**src/rtl/ehie_pkg.sv**
```systemverilog
// Shared types, constants and the codeword function for the extended Hamming encoder.
package ehie_pkg;

  localparam int MAX_ORDER_DEF   = 5;
  localparam int SLOT_WIDTH_DEF  = 24;
  localparam int QUEUE_DEPTH_DEF = 2;

  localparam int ORDER_W     = 3;
  localparam int SYMS_W      = 24;
  localparam int SEQ_W       = 29;
  localparam int PAGE_W      = 14;
  localparam int CW_W        = 32;
  localparam int BITIDX_W    = 5;
  localparam int CFG_DATA_W  = 24;
  localparam int CFG_INDEX_W = 1;

  localparam logic [CFG_INDEX_W-1:0] REG_CODE_ORDER       = 1'b0;
  localparam logic [CFG_INDEX_W-1:0] REG_SYMBOLS_PER_PAGE = 1'b1;

  localparam logic [ORDER_W-1:0] RESET_ORDER = 3'd3;
  localparam logic [SYMS_W-1:0]  RESET_SYMS  = 24'd16384;
  localparam logic [PAGE_W-1:0]  PAGE_LIMIT  = 14'd9999;

  localparam logic [31:0] PAR_MASK_16 = 32'hffff0000;
  localparam logic [31:0] PAR_MASK_8  = 32'hff00ff00;
  localparam logic [31:0] PAR_MASK_4  = 32'hf0f0f0f0;
  localparam logic [31:0] PAR_MASK_2  = 32'hcccccccc;
  localparam logic [31:0] PAR_MASK_1  = 32'haaaaaaaa;

  // One codeword on its way from the front to the back.
  typedef struct packed {
    logic [CW_W-1:0]     cw;
    logic [BITIDX_W-1:0] last_bit;
    logic [SEQ_W-1:0]    seq0;
    logic [PAGE_W-1:0]   page;
    logic                fresh;
    logic                over;
  } sym_t;

  // Open a one-bit hole at position pos, moving the upper bits up.
  function automatic logic [31:0] gap_at(logic [31:0] v, logic [4:0] pos);
    logic [31:0] low;
    low = v & ((32'd1 << pos) - 32'd1);
    return ((v ^ low) << 1) | low;
  endfunction

  // m is already clamped to 2..5.
  function automatic logic [CW_W-1:0] encode(logic [31:0] data, logic [ORDER_W-1:0] m);
    logic [31:0] k;
    logic [31:0] w;
    k = (32'd1 << m) - 32'(m) - 32'd1;
    w = (data & ((32'd1 << k) - 32'd1)) << 3;
    if (m >= 3'd3) w = gap_at(w, 5'd4);
    if (m >= 3'd4) w = gap_at(w, 5'd8);
    if (m >= 3'd5) w = gap_at(w, 5'd16);
    if (m >= 3'd5) w = w | (32'(^(w & PAR_MASK_16)) << 16);
    if (m >= 3'd4) w = w | (32'(^(w & PAR_MASK_8)) << 8);
    if (m >= 3'd3) w = w | (32'(^(w & PAR_MASK_4)) << 4);
    w = w | (32'(^(w & PAR_MASK_2)) << 2);
    w = w | (32'(^(w & PAR_MASK_1)) << 1);
    w = w | 32'(^w);
    return w;
  endfunction

endpackage

```
**src/rtl/ehie_in_if.sv**
```systemverilog
// Request channel carrying one payload bit.
interface ehie_in_if;
  logic valid;
  logic ready;
  logic payload_bit;

  modport source (output valid, output payload_bit, input ready);
  modport sink   (input valid, input payload_bit, output ready);
endinterface

```
**src/rtl/ehie_out_if.sv**
```systemverilog
// Result channel carrying one codeword bit with its slot and page tags.
interface ehie_out_if;
  logic                        valid;
  logic                        ready;
  logic                        channel_bit;
  logic [ehie_pkg::SEQ_W-1:0]  bit_sequence;
  logic [ehie_pkg::PAGE_W-1:0] page_index;
  logic                        page_start;
  logic                        too_many_pages;
  logic                        last_of_symbol;

  modport source (output valid, output channel_bit, output bit_sequence, output page_index,
                  output page_start, output too_many_pages, output last_of_symbol,
                  input ready);
  modport sink   (input valid, input channel_bit, input bit_sequence, input page_index,
                  input page_start, input too_many_pages, input last_of_symbol,
                  output ready);
endinterface

```
**src/rtl/ehie_front.sv**
```systemverilog
// Front end: gathers payload bits, encodes full words and assigns slot and page.
module ehie_front #(
  parameter int MAX_ORDER  = ehie_pkg::MAX_ORDER_DEF,
  parameter int SLOT_WIDTH = ehie_pkg::SLOT_WIDTH_DEF
) (
  input  logic                          clk,
  input  logic                          rst,
  input  logic                          order_clr,
  input  logic [ehie_pkg::ORDER_W-1:0]  code_order,
  input  logic [ehie_pkg::SYMS_W-1:0]   syms,
  input  logic                          q_full,
  output logic                          push,
  output ehie_pkg::sym_t                entry,
  ehie_in_if.sink                       payload
);

  localparam int DATA_W = (1 << MAX_ORDER) - MAX_ORDER - 1;
  localparam int CNT_W  = $clog2(DATA_W + 1);

  logic [DATA_W-1:0]            data_shift;
  logic [CNT_W-1:0]             data_count;
  logic [SLOT_WIDTH-1:0]        symbol_slot;
  logic [ehie_pkg::PAGE_W-1:0]  page_count;

  logic [ehie_pkg::ORDER_W-1:0] m;
  logic [31:0]                  k32;
  logic [31:0]                  len_m1;
  logic [DATA_W-1:0]            data_shift_next;
  logic [CNT_W-1:0]             count_inc;
  logic                         accept;
  logic                         done;
  logic                         page_adv;
  logic [ehie_pkg::PAGE_W-1:0]  page_inc;
  logic [ehie_pkg::PAGE_W-1:0]  page_use;
  logic [SLOT_WIDTH-1:0]        slot_use;
  logic [31:0]                  slot_wide;
  logic                         over;

  always_comb begin
    if (code_order < ehie_pkg::ORDER_W'(2)) begin
      m = ehie_pkg::ORDER_W'(2);
    end else if (code_order > ehie_pkg::ORDER_W'(MAX_ORDER)) begin
      m = ehie_pkg::ORDER_W'(MAX_ORDER);
    end else begin
      m = code_order;
    end
  end

  assign k32    = (32'd1 << m) - 32'(m) - 32'd1;
  assign len_m1 = (32'd1 << m) - 32'd1;

  assign payload.ready   = !q_full;
  assign accept          = payload.valid && payload.ready;
  assign data_shift_next = (data_shift << 1) | DATA_W'(payload.payload_bit);
  assign count_inc       = data_count + CNT_W'(1);
  assign done            = count_inc >= k32[CNT_W-1:0];
  assign push            = accept && done;

  // Page turns when the slot has run past the page size.
  assign page_adv  = 32'(symbol_slot) >= 32'(syms);
  assign page_inc  = page_count + ehie_pkg::PAGE_W'(1);
  assign page_use  = !page_adv ? page_count :
                     (page_inc >= ehie_pkg::PAGE_LIMIT) ? ehie_pkg::PAGE_LIMIT : page_inc;
  assign slot_use  = page_adv ? '0 : symbol_slot;
  assign slot_wide = 32'(slot_use);
  assign over      = page_use >= ehie_pkg::PAGE_LIMIT;

  always_comb begin
    entry.cw       = ehie_pkg::encode(32'(data_shift_next), m);
    entry.last_bit = len_m1[ehie_pkg::BITIDX_W-1:0];
    entry.seq0     = slot_wide[ehie_pkg::SEQ_W-1:0];
    entry.page     = over ? (ehie_pkg::PAGE_LIMIT - ehie_pkg::PAGE_W'(1)) : page_use;
    entry.fresh    = (slot_use == '0) && !over;
    entry.over     = over;
  end

  always_ff @(posedge clk) begin
    if (rst) begin
      data_shift  <= '0;
      data_count  <= '0;
      symbol_slot <= '0;
      page_count  <= '0;
    end else begin
      if (order_clr) begin
        data_shift <= '0;
        data_count <= '0;
      end else if (accept) begin
        if (done) begin
          data_shift <= '0;
          data_count <= '0;
        end else begin
          data_shift <= data_shift_next;
          data_count <= count_inc;
        end
      end
      if (push) begin
        symbol_slot <= slot_use + SLOT_WIDTH'(1);
        page_count  <= page_use;
      end
    end
  end

endmodule

```
**src/rtl/ehie_queue.sv**
```systemverilog
// Short first-word-fall-through queue of encoded words between front and back.
module ehie_queue #(
  parameter int DEPTH = ehie_pkg::QUEUE_DEPTH_DEF
) (
  input  logic           clk,
  input  logic           rst,
  input  logic           push,
  input  ehie_pkg::sym_t wr_entry,
  input  logic           pop,
  output logic           full,
  output logic           not_empty,
  output ehie_pkg::sym_t rd_entry
);

  localparam int PTR_W = (DEPTH > 1) ? $clog2(DEPTH) : 1;
  localparam int CNT_W = $clog2(DEPTH + 1);

  ehie_pkg::sym_t   slots [DEPTH];
  logic [PTR_W-1:0] wr_ptr;
  logic [PTR_W-1:0] rd_ptr;
  logic [CNT_W-1:0] fill;

  assign full      = fill == CNT_W'(DEPTH);
  assign not_empty = fill != '0;
  assign rd_entry  = slots[rd_ptr];

  function automatic logic [PTR_W-1:0] bump(logic [PTR_W-1:0] p);
    return (p == PTR_W'(DEPTH - 1)) ? '0 : p + PTR_W'(1);
  endfunction

  always_ff @(posedge clk) begin
    if (push) begin
      slots[wr_ptr] <= wr_entry;
    end
  end

  always_ff @(posedge clk) begin
    if (rst) begin
      wr_ptr <= '0;
      rd_ptr <= '0;
      fill   <= '0;
    end else begin
      if (push) begin
        wr_ptr <= bump(wr_ptr);
      end
      if (pop) begin
        rd_ptr <= bump(rd_ptr);
      end
      if (push && !pop) begin
        fill <= fill + CNT_W'(1);
      end else if (pop && !push) begin
        fill <= fill - CNT_W'(1);
      end
    end
  end

endmodule

```
**src/rtl/ehie_back.sv**
```systemverilog
// Back end: serializes each codeword MSB first and tags every bit.
module ehie_back (
  input  logic                        clk,
  input  logic                        rst,
  input  logic                        q_valid,
  input  ehie_pkg::sym_t              q_entry,
  input  logic [ehie_pkg::SYMS_W-1:0] syms,
  output logic                        pop,
  ehie_out_if.source                  result
);

  logic                          busy;
  logic [ehie_pkg::CW_W-1:0]     cw;
  logic [ehie_pkg::BITIDX_W-1:0] remaining;
  logic [ehie_pkg::SEQ_W-1:0]    seq;
  logic [ehie_pkg::PAGE_W-1:0]   page;
  logic                          fresh;
  logic                          over;

  logic advance;
  logic emit;
  logic last;

  assign advance = !result.valid || result.ready;
  assign emit    = busy && advance;
  assign last    = remaining == '0;
  // Load the next word as the current one sends its final bit.
  assign pop     = q_valid && (!busy || (emit && last));

  always_ff @(posedge clk) begin
    if (rst) begin
      busy         <= 1'b0;
      result.valid <= 1'b0;
    end else begin
      if (advance) begin
        result.valid <= emit;
      end
      if (pop) begin
        busy <= 1'b1;
      end else if (emit && last) begin
        busy <= 1'b0;
      end
    end
  end

  always_ff @(posedge clk) begin
    if (emit) begin
      result.channel_bit    <= cw[ehie_pkg::CW_W-1];
      result.bit_sequence   <= seq;
      result.page_index     <= page;
      result.page_start     <= fresh;
      result.too_many_pages <= over;
      result.last_of_symbol <= last;
    end
    if (pop) begin
      // Left-align so the codeword MSB sits at the top.
      cw        <= q_entry.cw << (ehie_pkg::BITIDX_W'(ehie_pkg::CW_W - 1) - q_entry.last_bit);
      remaining <= q_entry.last_bit;
      seq       <= q_entry.seq0;
      page      <= q_entry.page;
      fresh     <= q_entry.fresh;
      over      <= q_entry.over;
    end else if (emit) begin
      cw        <= cw << 1;
      remaining <= remaining - ehie_pkg::BITIDX_W'(1);
      seq       <= seq + ehie_pkg::SEQ_W'(syms);
      fresh     <= 1'b0;
    end
  end

endmodule

```
**src/rtl/extended_hamming_interleaved_encoder_unit.sv**
```systemverilog
// A completed word is written into the queue, then loaded into the back-end shift
// register, and its bits leave through the output register. Throughput: one result bit
// per cycle while the result side is ready, 2^m result bits per word, set by the single-bit
// serializer in the back end. Requests are taken while the queue has room.
// Reset (synchronous, active high) empties the queue and output, clears the gathered
// bits, slot and page, and sets order 3 and 16384 symbols per page.
module extended_hamming_interleaved_encoder_unit #(
  parameter int MAX_ORDER   = ehie_pkg::MAX_ORDER_DEF,
  parameter int SLOT_WIDTH  = ehie_pkg::SLOT_WIDTH_DEF,
  parameter int QUEUE_DEPTH = ehie_pkg::QUEUE_DEPTH_DEF
) (
  input  logic                              clk,
  input  logic                              rst,
  input  logic                              cfg_write,
  input  logic [ehie_pkg::CFG_INDEX_W-1:0]  cfg_index,
  input  logic [ehie_pkg::CFG_DATA_W-1:0]   cfg_data,
  ehie_in_if.sink                           payload,
  ehie_out_if.source                        result
);

  logic [ehie_pkg::ORDER_W-1:0] code_order;
  logic [ehie_pkg::SYMS_W-1:0]  symbols_per_page;
  logic [ehie_pkg::SYMS_W-1:0]  syms_eff;
  logic                         order_clr;

  logic           push;
  logic           pop;
  logic           q_full;
  logic           q_valid;
  ehie_pkg::sym_t wr_entry;
  ehie_pkg::sym_t rd_entry;

  always_ff @(posedge clk) begin
    if (rst) begin
      code_order       <= ehie_pkg::RESET_ORDER;
      symbols_per_page <= ehie_pkg::RESET_SYMS;
    end else if (cfg_write) begin
      unique case (cfg_index)
        ehie_pkg::REG_CODE_ORDER:       code_order       <= cfg_data[ehie_pkg::ORDER_W-1:0];
        ehie_pkg::REG_SYMBOLS_PER_PAGE: symbols_per_page <= cfg_data;
        default: ;
      endcase
    end
  end

  // An order change drops any partly gathered word.
  assign order_clr = cfg_write && (cfg_index == ehie_pkg::REG_CODE_ORDER);
  assign syms_eff  = (symbols_per_page == '0) ? ehie_pkg::SYMS_W'(1) : symbols_per_page;

  ehie_front #(
    .MAX_ORDER  (MAX_ORDER),
    .SLOT_WIDTH (SLOT_WIDTH)
  ) u_front (
    .clk        (clk),
    .rst        (rst),
    .order_clr  (order_clr),
    .code_order (code_order),
    .syms       (syms_eff),
    .q_full     (q_full),
    .push       (push),
    .entry      (wr_entry),
    .payload    (payload)
  );

  ehie_queue #(
    .DEPTH (QUEUE_DEPTH)
  ) u_queue (
    .clk       (clk),
    .rst       (rst),
    .push      (push),
    .wr_entry  (wr_entry),
    .pop       (pop),
    .full      (q_full),
    .not_empty (q_valid),
    .rd_entry  (rd_entry)
  );

  ehie_back u_back (
    .clk     (clk),
    .rst     (rst),
    .q_valid (q_valid),
    .q_entry (rd_entry),
    .syms    (syms_eff),
    .pop     (pop),
    .result  (result)
  );

endmodule

```
**src/flat_wrapper.sv**
```systemverilog
// flat-port wrapper written by rule: the top's interface ports become plain ports
module extended_hamming_interleaved_encoder_unit_flat 
#(
  parameter int MAX_ORDER   = ehie_pkg::MAX_ORDER_DEF,
  parameter int SLOT_WIDTH  = ehie_pkg::SLOT_WIDTH_DEF,
  parameter int QUEUE_DEPTH = ehie_pkg::QUEUE_DEPTH_DEF
)
  (clk, rst, cfg_write, cfg_index, cfg_data, payload_valid, payload_payload_bit, payload_ready, result_valid, result_channel_bit, result_bit_sequence, result_page_index, result_page_start, result_too_many_pages, result_last_of_symbol, result_ready);
  ehie_in_if payload_i ();
  ehie_out_if result_i ();
  input  logic clk;
  input  logic rst;
  input  logic cfg_write;
  input  logic [ehie_pkg::CFG_INDEX_W-1:0] cfg_index;
  input  logic [ehie_pkg::CFG_DATA_W-1:0] cfg_data;
  input wire logic [$bits(payload_i.valid)-1:0] payload_valid;
  input wire logic [$bits(payload_i.payload_bit)-1:0] payload_payload_bit;
  output wire logic [$bits(payload_i.ready)-1:0] payload_ready;
  output wire logic [$bits(result_i.valid)-1:0] result_valid;
  output wire logic [$bits(result_i.channel_bit)-1:0] result_channel_bit;
  output wire logic [$bits(result_i.bit_sequence)-1:0] result_bit_sequence;
  output wire logic [$bits(result_i.page_index)-1:0] result_page_index;
  output wire logic [$bits(result_i.page_start)-1:0] result_page_start;
  output wire logic [$bits(result_i.too_many_pages)-1:0] result_too_many_pages;
  output wire logic [$bits(result_i.last_of_symbol)-1:0] result_last_of_symbol;
  input wire logic [$bits(result_i.ready)-1:0] result_ready;
  assign payload_i.valid = payload_valid;
  assign payload_i.payload_bit = payload_payload_bit;
  assign payload_ready = payload_i.ready;
  assign result_valid = result_i.valid;
  assign result_channel_bit = result_i.channel_bit;
  assign result_bit_sequence = result_i.bit_sequence;
  assign result_page_index = result_i.page_index;
  assign result_page_start = result_i.page_start;
  assign result_too_many_pages = result_i.too_many_pages;
  assign result_last_of_symbol = result_i.last_of_symbol;
  assign result_i.ready = result_ready;
  extended_hamming_interleaved_encoder_unit #(.MAX_ORDER(MAX_ORDER), .SLOT_WIDTH(SLOT_WIDTH), .QUEUE_DEPTH(QUEUE_DEPTH)) u_core (.clk(clk), .rst(rst), .cfg_write(cfg_write), .cfg_index(cfg_index), .cfg_data(cfg_data), .payload(payload_i), .result(result_i));
endmodule
```
**config.mk**
```make
export PLATFORM = sky130hd
export DESIGN_NAME = extended_hamming_interleaved_encoder_unit_flat
export DESIGN_NICKNAME = d
export VERILOG_FILES = /design/src/rtl/ehie_pkg.sv /design/src/rtl/ehie_in_if.sv /design/src/rtl/ehie_out_if.sv /design/src/rtl/ehie_front.sv /design/src/rtl/ehie_queue.sv /design/src/rtl/ehie_back.sv /design/src/rtl/extended_hamming_interleaved_encoder_unit.sv /design/src/flat_wrapper.sv
export SDC_FILE = /design/constraint.sdc
export NUM_CORES = 1
export LEC_CHECK = 0
export BUFFER_PORTS_ARGS = -buffer_cell sky130_fd_sc_hd__buf_2
export CORE_MARGIN = 2
export CORE_UTILIZATION = 50
export DETAILED_ROUTE_END_ITERATION = 8
export PLACE_DENSITY = 0.69
export SLEW_MARGIN = 0
export SYNTH_ARGS = -nofsm -noshare
export SYNTH_HDL_FRONTEND = slang
export SYNTH_SLANG_ARGS = --single-unit
```
**constraint.sdc**
```tcl
create_clock -name clk -period 6.2 [get_ports clk]
set_input_delay 0.31 -clock clk [delete_from_list [all_inputs] [get_ports clk]]
set_output_delay 0.31 -clock clk [all_outputs]
set_load 0.05 [all_outputs]
```
; ---- After elaboration in Yosys (flattened, before gate mapping)
; Memories as Yosys holds them, arrays and structs flattened. A register that Yosys moved wholly into a read port is not among the register bits.
; Index checks and enable logic that the tools add are counted.
[classes]
add_sub_neg = 14
order_cmp = 9
eq_ne = 1
n_shift = 3
mux = 33
bitwise_logic = 15
reduce_logical = 33
[op_table]
columns = cell, count
row1 = $mux W32, 8
row2 = $reduce_xor A32 Y1, 6
row3 = $mux W29, 2
row4 = $logic_not A24 Y1, 2
row5 = $mux W24, 2
row6 = $mux W14, 3
row7 = $or A32 B1 Y32, 1
row8 = $or A32 B16 Y32, 1
row9 = $or A32 B17 Y32, 1
row10 = $or A32 B2 Y32, 1
row11 = $or A32 B3 Y32, 1
row12 = $or A32 B4 Y32, 1
row13 = $or A32 B5 Y32, 1
row14 = $or A32 B8 Y32, 1
row15 = $or A32 B9 Y32, 1
row16 = $shl A1 B3 Y32 const A, 1
row17 = $shl A1 B32 Y29 const A, 1
row18 = $shl A32 B5 Y32, 1
row19 = $sub A32 B1 Y32 const B, 1
row20 = $sub A32 B3 Y32, 1
row21 = $xor A31 B16 Y31, 1
row22 = $xor A31 B4 Y31, 1
row23 = $xor A31 B8 Y31, 1
row24 = $add A29 B24 Y29, 1
row25 = other kinds (32), 67
[word_totals]
register_bits = 230
ramBits = 154
in_bits = 31
elab_cells = 132
mem_count = 1
[mem_list]
columns = name, depth, width, rd, rd_clocked_by_memory_dff, wr, line_no
row1 = u_core.u_queue.slots, 2, 77, 1, 1, 1, ehie_queue.sv:18  ; ehie_pkg::sym_t slots [DEPTH];

; ---- Longest topological paths before layout
; Gate-level depths: netlist of the first run.
[logic_depth]
word_depth = 33
depth_mapped = 27
ltp_nobuf = 24

; ---- Modules after synthesis
; A second synthesis of the first run with hierarchy kept.
[unflattened]
hier_cells = 2091
area_unflattened_um2 = 21872.2
[by_module_without_submodules]
columns = mod, instances, cells_per_inst, area_each_um2
row1 = ehie_back, 1, 683, 7598.5
row2 = ehie_front, 1, 982, 7014.2
row3 = ehie_queue, 1, 277, 6155.9
row4 = extended_hamming_interleaved_encoder_unit, 1, 149, 1103.6

; ---- Worst setup path before layout of the first run
; Ideal clock, no wire load.
[synth_path]
path_type = register to register
from = register u_core.code_order[2] (netlist name)
to = memory u_core.u_queue.slots[0][0] (netlist name), enable pin
setup_time_ps = 513
arrival_time_ps = 5497
path_slack_ps = 190
path_stages_with_launch = 13
cell_sequence = dfxtp_1 > buf_4 > buf_4 > buf_6 > buf_4 > buf_2 > buf_1 > inv_1 > ha_1 > a21oi_1 > nor2b_1 > o21ai_1 > nor2_1
[synth_between]
elab_chain_cells = 10
elab_cells_between_ends = 11
classes_between = add/sub (2) / order compare (3) / shift (1) / mux (4) / reduce/logical (1)
[synth_lines]
columns = item, line_no
row1 = start: declaration, extended_hamming_interleaved_encoder_unit.sv:21  ; logic [ehie_pkg::ORDER_W-1:0] code_order;
row2 = start signal: assignment, extended_hamming_interleaved_encoder_unit.sv:35  ; code_order <= ehie_pkg::RESET_ORDER;
row3 = start signal: assignment, extended_hamming_interleaved_encoder_unit.sv:39  ; ehie_pkg::REG_CODE_ORDER: code_order <= cfg_data[ehie_pkg::ORDER_W-1:0];
row4 = $gt A3 B3 Y1, ehie_front.sv:42  ; end else if (code_order > ehie_pkg::ORDER_W'(MAX_ORDER)) begin
row5 = $mux W3, ehie_front.sv:42
row6 = $mux W3 *, ehie_front.sv:40  ; if (code_order < ehie_pkg::ORDER_W'(2)) begin
row7 = $shl A1 B3 Y32, n/a
row8 = $sub A32 B3 Y32 *, n/a
row9 = $sub A32 B1 Y32 *, n/a
row10 = $ge A5 B5 Y1 *, ehie_front.sv:56  ; assign done = count_inc >= k32[CNT_W-1:0];
row11 = $logic_and A1 B1 Y1 *, ehie_front.sv:57  ; assign push = accept && done;
row12 = $mux W1 *, ehie_queue.sv:32  ; if (push) begin
row13 = $mux W1 (not written as such) *, ehie_queue.sv:33  ; slots[wr_ptr] <= wr_entry;
row14 = end: declaration, ehie_queue.sv:18
; Mark *: on every way between the ends. The rest lies on a longest branch, timed or not.

==> results by group, run 1 <==
Synth
  • Prevailing post-synth register cell: edfxtp_1
  • Register bit total from synthesis: roughly 390
  • Synth cell types: 89
  • Ys async rst share: 0
  • Synthesized netlist cell count: 2047
  • Synth top area cells: edfxtp_1 (41%), dfxtp_1 (9.9%), nand2_1 (4.9%), a21oi_1 (4.4%), ha_1 (3.9%)
  • Register area share after synthesis: 0.5098
  • Syn_area_per_cell: around 10 sq um
  • Yosys top cell area share: 0.4110
  • Yosys warns: 0
  • Synth area leader: edfxtp_1
  • Syn Std Cell Area: roughly 21000 sq um
  • EDFF count, synth: roughly 280

Setup path
  • Critical Path AT: roughly 5800 ps
  • Highest-delay cell along the critical path: nor4_1
  • Crit path kind: reg2reg
  • Flop2flop setup slack: ~830 ps
  • Crit path launch type: register
  • Crit path top cell by count: a21o_1
  • Worst Path Max Fanout: 5
  • Worst path cell trace: nor4_1 -> nand4_1 -> o21bai_1 -> ha_1 -> nand2b_1 -> a21o_1 -> a21o_1 -> a21o_1 -> a21oi_1 -> o21ai_0 -> a21o_1 -> a21o_1 -> nor2_1 -> ha_1 -> and3_1 -> and3_1 -> and3_1 -> and3_1 -> nand3_1 -> nor4_1 -> nand4_1 -> xnor2_1 -> nor2_1
  • Crit path largest cell delay: around 700 ps
  • Worst Setup End Kind: register
  • Worst Path Required: between 6000 and 7000 ps

Die
  • Die area: ~43000 sq um
  • Area of the core: a little over 40000 sq um
  • Die H: between 200 and 250 um
  • Rows: 74
  • # IOs: 80
  • Starting Density: 0.5064
  • Die X: slightly above 200 um

Timing
  • Fin. Hold Viols: 0
  • Slew Limit Fails: 0
  • Hold slack: 13.77 ps
  • Finish-stage setup viols: 0
  • Final worst-path cycle share: 0.8667
  • Slew @ Worst Pin: approximately 1200 ps
  • Final WS setup: around 830 ps
  • RSZ-0062 raised after global routing: no
  • Min cycle time layout: 5374 ps
  • Clock Skews: around 14 ps
  • Fmax: approximately 0.19 GHz
  • Slew headroom: 0.2003
  • Setup_tns: 0 ps

CTS
  • CTS resizes: 0
  • CTS Hold Bufs: 6
  • Num CTS Buffers: 41
  • Clk buf depth: 3
  • Clock Latency Late Sink: ~570 ps
  • TritonCTS clock tree: done
  • H-tree depth: 2
  • Clk root buf: clkbuf_16
  • Clock Sinks: a little under 400
  • Post-CTS setup buffers: 0
  • Worst-path clk slew: approximately 60 ps

GRT
  • Vias in the first global route: ~15000
  • Global-route wire length before repair: ~80 mm
  • Gr usage total: 0.2202
  • Congestion Overflow GR: 0
  • Initial antenna violation count: 0
  • Largest net degree at the start of global routing: 75

Route
  • Post-DR wirelength/cell: between 15 and 20 um
  • Drt total wl: around 48 mm
  • DRT antenna net count: 0
  • Uppermost layer routed: met4
  • Vias per cell: around 5.8
  • WL met1: 22.74 mm
  • DR vias: between 15000 and 20000
  • Drt drc: 0
  • Metal3 WL: 2.936 mm
  • DR pass1 iterations: 5
  • DRT iter0 DRCs: about 1300
  • Met2 WL: 21.33 mm

Finish
  • Fin nets: ~2200
  • Final non-filler cell area: 22800 sq um
  • Ant diodes: 0
  • Syn-to-layout area delta: 10.27%
  • Share of cells above drive strength 1: 0.1160

Placed design
  • Final HPWL DP: between 30 and 40 mm
  • Post-DP Area: roughly 21000 sq um
  • PortBufs: between 70 and 80
  • Pre-CTS setup slack: between 800 and 900 ps
  • RePlAce Congestion: around 0.9

Hold path
  • Hold crit path type: in2reg

Power
  • Maximum VDD drop: between 0.00015 and 0.0002 V
  • Leak: 8.327 nW
  • Tot Pwr: about 9.0 mW
  • Pwr Density: between 300 and 400 nW/um^2

Status
  • Status: finished, final reports clean

Job
  • Max cap viols: 0
per-layer routing:
| layer | vias to the layer above | global-route usage |
|---|---|---|
| met5 | - | 0 |
| met4 | 0 | 0.05714 |
| met3 | 62 | 0.03056 |
| met2 | 490 | 0.3423 |
| met1 | 7305 | 0.3246 |
| li1 | 7437 | - |
logic make-up after synthesis:
group | Yosys count | synth area share
buffers and inverters | 208 | 0.03939
AOI/OAI and AO/OA | 516 | 0.1587
muxes | 121 | 0.06166
xor gates and xnor gates | 90 | 0.04363
DFF | 385 | 0.5098
other | 2 | 0.0003632
adders and majority gates | 66 | 0.04018
and+or+nand+nor | 659 | 0.1463
power breakdown:
part / internal (mW) / switching (mW)
combinational: 0.879 / 1.91
sequential: 3.56 / 0.268
clock: 1.34 / 1.01
stage by stage:
step                      utilization  std cells
after floorplan                     -       2052
after CTS                      0.5584       2626
final                          0.5584       2626
after detailed placement       0.5256       2546
after global routing           0.5584       2626
after global placement         0.5256       2546
final cells by class:
type | instances | area [sq um]
clock buffer | 56 | 1144
clock inverter | 18 | 132.6
timing repair buffer | 111 | 675.6
sequential | 385 | 10550
multi-input combinational | 1459 | 9393
fill | 3460 | 18030
tap | 532 | 665.6
inverter | 65 | 244.0
sequential cells by signal (all words and copies together), names as in the netlist, 2 cells and up, named ones only:
signal                             flops
u_core.u_back.cw                      32
u_core.u_back.result.bit_sequence     29
u_core.u_front.page_count             14
u_core.u_front.data_shift             25
u_core.u_back.page                    14
u_core.u_back.result.page_index       14
u_core.symbols_per_page               24
u_core.u_front.data_count              5
u_core.code_order                      3
u_core.u_queue.slots                 154
u_core.u_front.symbol_slot            24
u_core.u_back.seq                     29
u_core.u_queue.fill                    2
u_core.u_back.remaining                5
Yosys cell counts (6+ instances only):
cell and number:
buf_2 8, edfxtp_1 283, o21a_1 20, nand2b_1 13, nor2_1 158, o22ai_1 8, a211oi_1 27, xnor2_1 57
dfxtp_1 102, nor4_1 13, o21ai_0 117, o221ai_1 10, a31oi_1 19, nand2_1 268, a21boi_0 6, a22o_1 6
and3_1 21, buf_1 19, inv_1 63, or3_1 18, nand3_1 38, nor3_1 27, ha_1 64, and2_1 32
mux2i_1 72, mux2_2 48, nor2b_1 26, o31ai_1 9, a21oi_1 182, a21o_1 27, nand3b_1 15, xor2_1 23
clkbuf_1 110, nand4_1 12, o211ai_1 15
worst max-delay path, delay by kind of cell, from the launching register on:
kind,cells,cell delay [ps]
AND/OR/NAND/NOR,12,2830
XOR/XNOR,1,170
adder cells (fa/ha/maj),2,520
AO/OA/AOI/OAI,8,1360
flip-flops,1,360
cell usage in the layout (no fill, tap or decap), types with 15 or more instances in the layout:
| cell type | instances |
|---|---|
| inv_1 | 63 |
| nor2_1 | 156 |
| o21a_1 | 20 |
| a211oi_1 | 27 |
| buf_2 | 79 |
| nand3_1 | 38 |
| nor2b_1 | 25 |
| o211ai_1 | 15 |
| clkbuf_16 | 42 |
| a31oi_1 | 19 |
| o21ai_0 | 117 |
| edfxtp_1 | 283 |
| xor2_1 | 23 |
| dfxtp_1 | 100 |
| a21oi_1 | 180 |
| buf_4 | 24 |
| and2_1 | 32 |
| nor3_1 | 27 |
| mux2_2 | 48 |
| and3_1 | 21 |
| nand2_1 | 268 |
| or3_1 | 18 |
| a21o_1 | 27 |
| nand3b_1 | 15 |
| mux2i_1 | 71 |
| xnor2_1 | 57 |
| ha_1 | 64 |
path summary, 6_finish.rpt:
path	startpoint	to	depth (start not counted)
max	u_core.symbols_per_page[18]	u_core.u_front.symbol_slot[22]	23
min reg2reg	u_core.u_back.page[0]	u_core.u_back.result.page_index[0]	0
min	cfg_data[14]	u_core.symbols_per_page[14]	3
max reg2reg	u_core.symbols_per_page[18]	u_core.u_front.symbol_slot[22]	23
(Power assumes the default switching activity.)
==> run 2, diff against run 1 <==
- PLACE_DENSITY: 0.69 -> 0.68
- SKIP_CTS_REPAIR_TIMING: not set -> 1
==> run 2 against run 1 <==
Net effect:
- clock skew increased by 12 ps
- via count increased by 1.0%
- register-to-register slack got worse by 100 ps
- routed wire length increased by 2.3%
- critical path depth unchanged
- global-route usage increased by 0.41 points
==> results by group, run 2 (synthesis results as in run 1) <==
GRT
  • Vias in the first global route: 14480 (-1.3%)
  • Gr usage total: 0.2243 (+0.004073)
  • Largest net degree at the start of global routing: 75 (unchanged)
  • Global-route wire length before repair: 78.66 mm (+0.88%)
  • Congestion Overflow GR: 0 (unchanged)
  • Initial antenna violation count: 0 (unchanged)

Finish
  • Ant diodes: 0 (unchanged)
  • Share of cells above drive strength 1: 0.1193 (+0.003251)
  • Most frequent cells in the layout: edfxtp_1 (283), nand2_1 (268), a21oi_1 (180), nor2_1 (156), o21ai_0 (117)
  • Register bank with the most flops: u_core.u_queue.slots
  • Most common cell after layout, fill and taps aside: edfxtp_1
  • FILL cells: 3492 (+0.92%)
  • Syn-to-layout area delta: 10.95%
  • Max reg flops: 154 (unchanged)
  • Final core utilization: 0.5618 (+0.003462)
  • Top flop regs: u_core.u_queue.slots (154), u_core.u_back.cw (32)
  • Fin nets: 2167 (+0.37%)
  • Final non-filler cell area: 22940 sq um (+0.62%)

Die
  • Area of the core: 40830 sq um (unchanged)
  • Die X: 207.4 um (unchanged)
  • Starting Density: 0.5064 (unchanged)
  • Die H: 207.4 um (unchanged)
  • # IOs: 80 (unchanged)
  • Rows: 74 (unchanged)
  • Die area: 42990 sq um (unchanged)

Route
  • DR pass1 iterations: 5 (unchanged)
  • DR vias: 15450 (+1.0%)
  • DRT antenna net count: 0 (unchanged)
  • Drt drc: 0 (unchanged)
  • Post-DR wirelength/cell: 18.59 um (+1.9%)
  • Vias per cell: 5.861 (+0.63%)
  • Drt total wl: 49.00 mm (+2.3%)
  • DRT iter0 DRCs: 1514 (+20%)

CTS
  • Clk buf depth: 3 (unchanged)
  • H-tree depth: 2 (unchanged)
  • Clock Latency Late Sink: 590 ps (+20 ps)
  • Clock Sinks: 385 (unchanged)
  • Clk root buf: clkbuf_16
  • Num CTS Buffers: 42 (+2.4%)
  • TritonCTS clock tree: done
  • Worst-path clk slew: 60 ps (about the same)

Status
  • Status: finished, final reports clean

Timing
  • Final worst-path cycle share: 0.8835 (+0.01677)
  • Slew Limit Fails: 0 (unchanged)
  • Fmax: 0.1826 GHz (-1.9%)
  • Slew headroom: 0.2573 (+0.05694)
  • Slew @ Worst Pin: 1086 ps (-83.25 ps)
  • Finish-stage setup viols: 0 (unchanged)
  • Setup_tns: 0 ps (unchanged)
  • RSZ-0062 raised after global routing: no
  • Clock Skews: 25.94 ps (+12.32 ps)
  • Fin. Hold Viols: 0 (unchanged)
  • Min cycle time layout: 5478 ps (+104.0 ps)

Setup path
  • Crit path launch type: register
  • Highest-delay cell along the critical path: nor4_1
  • Worst path cell trace: nor4_1 -> nand4_1 -> o21bai_1 -> ha_1 -> nand2b_1 -> a21o_1 -> a21o_1 -> a21o_1 -> a21oi_1 -> o21ai_0 -> a21o_1 -> a21o_1 -> nor2_1 -> ha_1 -> and3_1 -> and3_1 -> and3_1 -> and3_1 -> nand3_1 -> nor4_1 -> nand3_1 -> xnor2_1 -> nor2_1
  • Crit path top cell by count: a21o_1
  • Worst Path Max Fanout: 5 (unchanged)
  • Critical Path AT: 5920 ps (+120 ps)
  • Worst Setup End Kind: register
  • Crit path largest cell delay: 790 ps (+90 ps)
  • Crit path kind: reg2reg
  • Worst Path Required: 6640 ps (about the same)

Power
  • Leak: 8.403 nW (+0.91%)
  • Pwr Density: 398.5 nW/um^2 (+1.4%)
  • Pint: 5.904 mW (+2.3%)
  • Net switching power: 3.239 mW (+1.7%)
  • Power share of the sequential group: 0.417 (-0.010)
  • Maximum VDD drop: 0.0004016 V (+100%)
  • Switching part of the total: 0.3542 (-0.001376)
  • Tot Pwr: 9.143 mW (+2.1%)
  • Comb pwr share: 0.309 (-0.002)
  • Clock Power Share: 0.274 (+0.012)

Placed design
  • RePlAce Congestion: 0.8605 (-4.4%)
  • Final HPWL DP: 33.67 mm (+0.92%)
  • Post-DP Area: 21470 sq um (about the same)
  • PortBufs: 79 (unchanged)

Hold path
  • Hold crit path type: in2reg

Job
  • Max cap viols: 0 (unchanged)
-- run 2: cell types whose count changed in the layout (fill, tap and decap cells not counted) --
| cell | delta |
|---|---|
| buf_12 | -1 |
| buf_4 | +4 |
| bufinv_16 | +3 |
| clkbuf_16 | +1 |
| clkbuf_8 | -2 |
| clkinv_1 | -2 |
| clkinv_2 | +3 |
| clkinv_8 | +1 |
| dlygate4sd3_1 | +4 |
| inv_16 | -1 |
-- run 2: final timing paths --
check / start / endpoint / slack, ps / cells after the start
worst max-delay path: u_core.symbols_per_page[18] / u_core.u_front.symbol_slot[18] / 720 / 23
worst min-delay path: cfg_data[5] / u_core.symbols_per_page[5] / 2 / 3
worst max register to register: u_core.symbols_per_page[18] / u_core.u_front.symbol_slot[18] / 720 / 23
worst min register to register: u_core.u_back.page[10] / u_core.u_back.result.page_index[10] / 420 / 0
-- run 2: worst max-delay path, delay by kind of cell, from the launching register on --
| family | cells | cell delay, ps |
|---|---|---|
| AOI/OAI and AO/OA | 8 | 1330 |
| xor gates and xnor gates | 1 | 210 |
| and+or+nand+nor | 12 | 2940 |
| DFF | 1 | 360 |
| adders and majority gates | 2 | 480 |
-- run 2: routing by layer --
layer / GRT usage / share of wire
met4: 0.05690 / 0.020
met1: 0.3345 / 0.48
met5: 0 / 0
met2: 0.3354 / 0.44
met3: 0.04357 / 0.067
-- run 2: through the flow --
| step | setup WS, ps | hold slack [ps] | std cells |
|---|---|---|---|
| floorplan | 190.1 | 400.3 | 2052 |
| global placement | 1005 | 401.8 | 2549 |
| detailed placement | 811.5 | 404.5 | 2549 |
| CTS | 756.2 | -51.14 | 2626 |
| global route | 249.0 | -1.326 | 2636 |
| finish | 722.4 | 1.619 | 2636 |
-- run 2: area by class of cell --
| class | count | area [sq um] | area share |
|---|---|---|---|
| inverter | 65 | 244.0 | 0.01064 |
| clock buffer | 55 | 1141 | 0.04974 |
| multi-input combinational | 1459 | 9393 | 0.4094 |
| sequential | 385 | 10550 | 0.4597 |
| tap | 532 | 665.6 | 0.02902 |
| clock inverter | 22 | 226.5 | 0.009872 |
| timing repair buffer | 118 | 725.7 | 0.03163 |
-- run 2: power by group through the flow --
stage / Sequential (mW) / Clock (mW) / Combinational [mW]
6_report: 3.81 / 2.51 / 2.83
2_1_floorplan: 4.17 / 0 / 1.79
3_5_place_dp: 3.86 / 0 / 2.81
3_3_place_gp: 3.84 / 0 / 2.76
5_1_grt: 3.86 / 2.65 / 3.11
4_1_cts: 3.81 / 2.56 / 2.82
==> run 3, diff against run 2 <==
--- a/config.mk
+++ b/config.mk
@@ -7,7 +7,9 @@
 export LEC_CHECK = 0
 export BUFFER_PORTS_ARGS = -buffer_cell sky130_fd_sc_hd__buf_2
+export CORE_ASPECT_RATIO = 0.7
 export CORE_MARGIN = 2
 export CORE_UTILIZATION = 50
 export DETAILED_ROUTE_END_ITERATION = 8
+export GPL_TIMING_DRIVEN = 0
 export PLACE_DENSITY = 0.68
 export SKIP_CTS_REPAIR_TIMING = 1
==> constraint.sdc (replaced) <==
create_clock -name clk -period 6.2 [get_ports clk]
set_input_delay 0 -clock clk [delete_from_list [all_inputs] [get_ports clk]]
set_output_delay 0 -clock clk [all_outputs]
set_load 0.05 [all_outputs]
==> run 3 against run 2 <==
Net effect:
- the run now ends with hold timing left
- maximum frequency shrank 8.8%
- worst hold slack worse by 20 ps
- routed wire length up 23%
- count of clock-buffer cells in the layout is 5 lower
- global-route usage rose by 5.0 points
- register-to-register slack lost 530 ps
- sequential cell count unchanged
- combinational power rose by 12%
- via count is 8.4% higher
- critical endpoint unchanged
==> results by group, run 3 (synthesis results as in run 1) <==
Route
  • Vias per cell: 6.019 (+2.7%)
  • DRT iter0 DRCs: 1988 (+31%)
  • Drt drc: 0 (unchanged)
  • Post-DR wirelength/cell: 21.60 um (+16%)
  • DR pass1 iterations: 5 (unchanged)
  • Drt total wl: 60.10 mm (+23%)
  • DR vias: 16750 (+8.4%)
  • DRT antenna net count: 0 (unchanged)

Status
  • Violated checks: hold timing
  • Status: finished with violations

Timing
  • Fmax: 0.1665 GHz (-8.8%)
  • Min cycle time layout: 6006 ps (+527.9 ps)
  • Clock Skews: 18.55 ps (-7.396 ps)
  • Final worst-path cycle share: 0.9686 (+0.08515)
  • RSZ-0062 raised after global routing: no
  • Slew headroom: 0.08553 (-0.1717)
  • Slew @ Worst Pin: 1360 ps (+274.1 ps)
  • Hold slack: -18.63 ps (-20.25 ps)
  • Fin. Hold Viols: 4 (+4)
  • Finish-stage setup viols: 0 (unchanged)
  • Slew Limit Fails: 0 (unchanged)

Job
  • Max cap viols: 0 (unchanged)

Finish
  • Syn-to-layout area delta: 14.41%
  • Fin nets: 2303 (+6.3%)
  • Finished Layout Cells: 2782 (+5.5%)
  • Most frequent cells in the layout: edfxtp_1 (283), nand2_1 (268), a21oi_1 (180), nor2_1 (155)
  • Ant diodes: 0 (unchanged)
  • Share of cells above drive strength 1: 0.1117 (-0.007590)
  • Top flop regs: u_core.u_queue.slots (154), u_core.u_back.cw (32)
  • Max reg flops: 154 (unchanged)
  • Most common cell after layout, fill and taps aside: edfxtp_1
  • Register bank with the most flops: u_core.u_queue.slots

Placed design
  • Final HPWL DP: 44.54 mm (+32%)
  • Dpl cells: 2682 (+5.2%)
  • PortBufs: 79 (unchanged)
  • RePlAce Congestion: 0.9339 (+8.5%)

GRT
  • Congestion Overflow GR: 0 (unchanged)
  • Gr usage total: 0.2747 (+0.05045)
  • Vias in the first global route: 15270 (+5.4%)
  • Initial antenna violation count: 0 (unchanged)
  • Global-route wire length before repair: 90.71 mm (+15%)
  • Largest net degree at the start of global routing: 36 (-52%)

Die
  • Die H: 174.1 um (-16%)
  • Starting Density: 0.5058 (-0.0006199)
  • Die area: 43020 sq um (about the same)
  • Rows: 62 (-16%)
  • Die X: 247.1 um (+19%)
  • Area of the core: 40880 sq um (+0.12%)
  • # IOs: 80 (unchanged)

CTS
  • Num CTS Buffers: 39 (-7.1%)
  • Clock Sinks: 385 (unchanged)
  • Clock Latency Late Sink: 550 ps (-40 ps)
  • Clk buf depth: 3 (unchanged)
  • TritonCTS clock tree: done
  • Clk root buf: clkbuf_16
  • H-tree depth: 2 (unchanged)
  • Worst-path clk slew: 60 ps (about the same)

Setup path
  • Crit path kind: reg2reg
  • Critical Path AT: 6380 ps (+460 ps)
  • Highest-delay cell along the critical path: nor4_2
  • Crit path top cell by count: a21o_1
  • Worst Path Required: 6580 ps (-60 ps)
  • Worst Path Max Fanout: 10 (+5)
  • Crit path largest cell delay: 380 ps (-410 ps)
  • Crit path launch type: register
  • Flop2flop setup slack: 190 ps (-530 ps)
  • CP Buf/Inv Count: 2 (+2)
  • Worst Setup End Kind: register
  • Worst Reg-to-Reg Cells: 25 (+8.7%)
  • Top Family by Delay on Critical Path: simple AND/OR/NAND/NOR gates
  • RR Endpoint: u_core.u_front.symbol_slot[18]
  • Crit Reg-Reg Startpoint: u_core.symbols_per_page[0]

Power
  • Leak: 8.623 nW (+2.6%)
  • Maximum VDD drop: 0.0002982 V (-26%)
  • Pwr Density: 401.4 nW/um^2 (+0.72%)

Hold path
  • Hold Crit Start: cfg_write
  • WHS Endpoint: u_core.symbols_per_page[1]
  • Hold crit path type: in2reg
  • Hold Path Cell Cnt: 4 (+1)
==> run 3: changes by cell type in the layout (fill, tap and decap cells not counted), moves of 5 or more <==
cell | previous run | this run
buf_12 | 1 | 6
clkbuf_1 | 10 | 115
dlygate4sd3_1 | 10 | 28
buf_4 | 28 | 5
buf_2 | 79 | 88
buf_1 | 0 | 17
==> run 3: per-stage QoR <==
| stage | utilization | setup TNS (ps) | area [sq um] | total power [mW] | worst slack (ps) |
|---|---|---|---|---|---|
| final | 0.5787 | 0 | 23660 | 9.496 | 194.5 |
| after global routing | 0.5787 | 0 | 23660 | 9.941 | 15.10 |
| after CTS | 0.5705 | -6160 | 23320 | 9.475 | -1205 |
| after detailed placement | 0.5370 | -5919 | 21950 | 6.928 | -1167 |
| after global placement | 0.5325 | -399440 | 21770 | 6.824 | -2596 |
| after floorplan | - | 0 | 20690 | 5.955 | 190.1 |
==> run 3: layout make-up <==
cell class / count / area [sq um]
buffer: 142 / 578.1
fill: 3469 / 17230
multi-input combinational: 1459 / 9410
timing repair buffer: 115 / 830.8
sequential: 385 / 10540
inverter: 65 / 244.0
tap: 544 / 680.7
clock inverter: 22 / 325.3
clock buffer: 50 / 1047
==> run 3: worst max path at each step <==
stage                                          start                             end  slack [ps]  cells past startpoint
after floorplan                 u_core.code_order[2]      u_core.u_queue.slots[0][0]         190                     12
after CTS                 u_core.symbols_per_page[0]  u_core.u_front.symbol_slot[18]       -1200                     27
after detailed placement  u_core.symbols_per_page[0]  u_core.u_front.symbol_slot[18]       -1170                     27
final                     u_core.symbols_per_page[0]  u_core.u_front.symbol_slot[18]         190                     25
after global placement          u_core.code_order[2]      u_core.u_queue.slots[1][0]       -2600                     12
after global routing      u_core.symbols_per_page[0]  u_core.u_front.symbol_slot[18]          20                     25
==> run 3: routing by layer <==
layer	part of all wire	up-vias	GRT usage
met2	0.39	869	0.3688
met1	0.49	8040	0.4510
li1	-	7738	-
met3	0.10	98	0.04771
met5	0	-	0
met4	0.021	0	0.06426
==> run 3: worst min-delay path, delay by kind of cell <==
| kind | cells | cell delay [ps] |
|---|---|---|
| simple gates | 2 | 280 |
| compound gates | 1 | 60 |
| buf+inv | 1 | 130 |
==> run 3: power breakdown <==
part           internal (mW)  switching (mW)
clock network           1.54            1.02
registers               3.55           0.236
logic                  0.968            2.19
total                   6.06            3.44
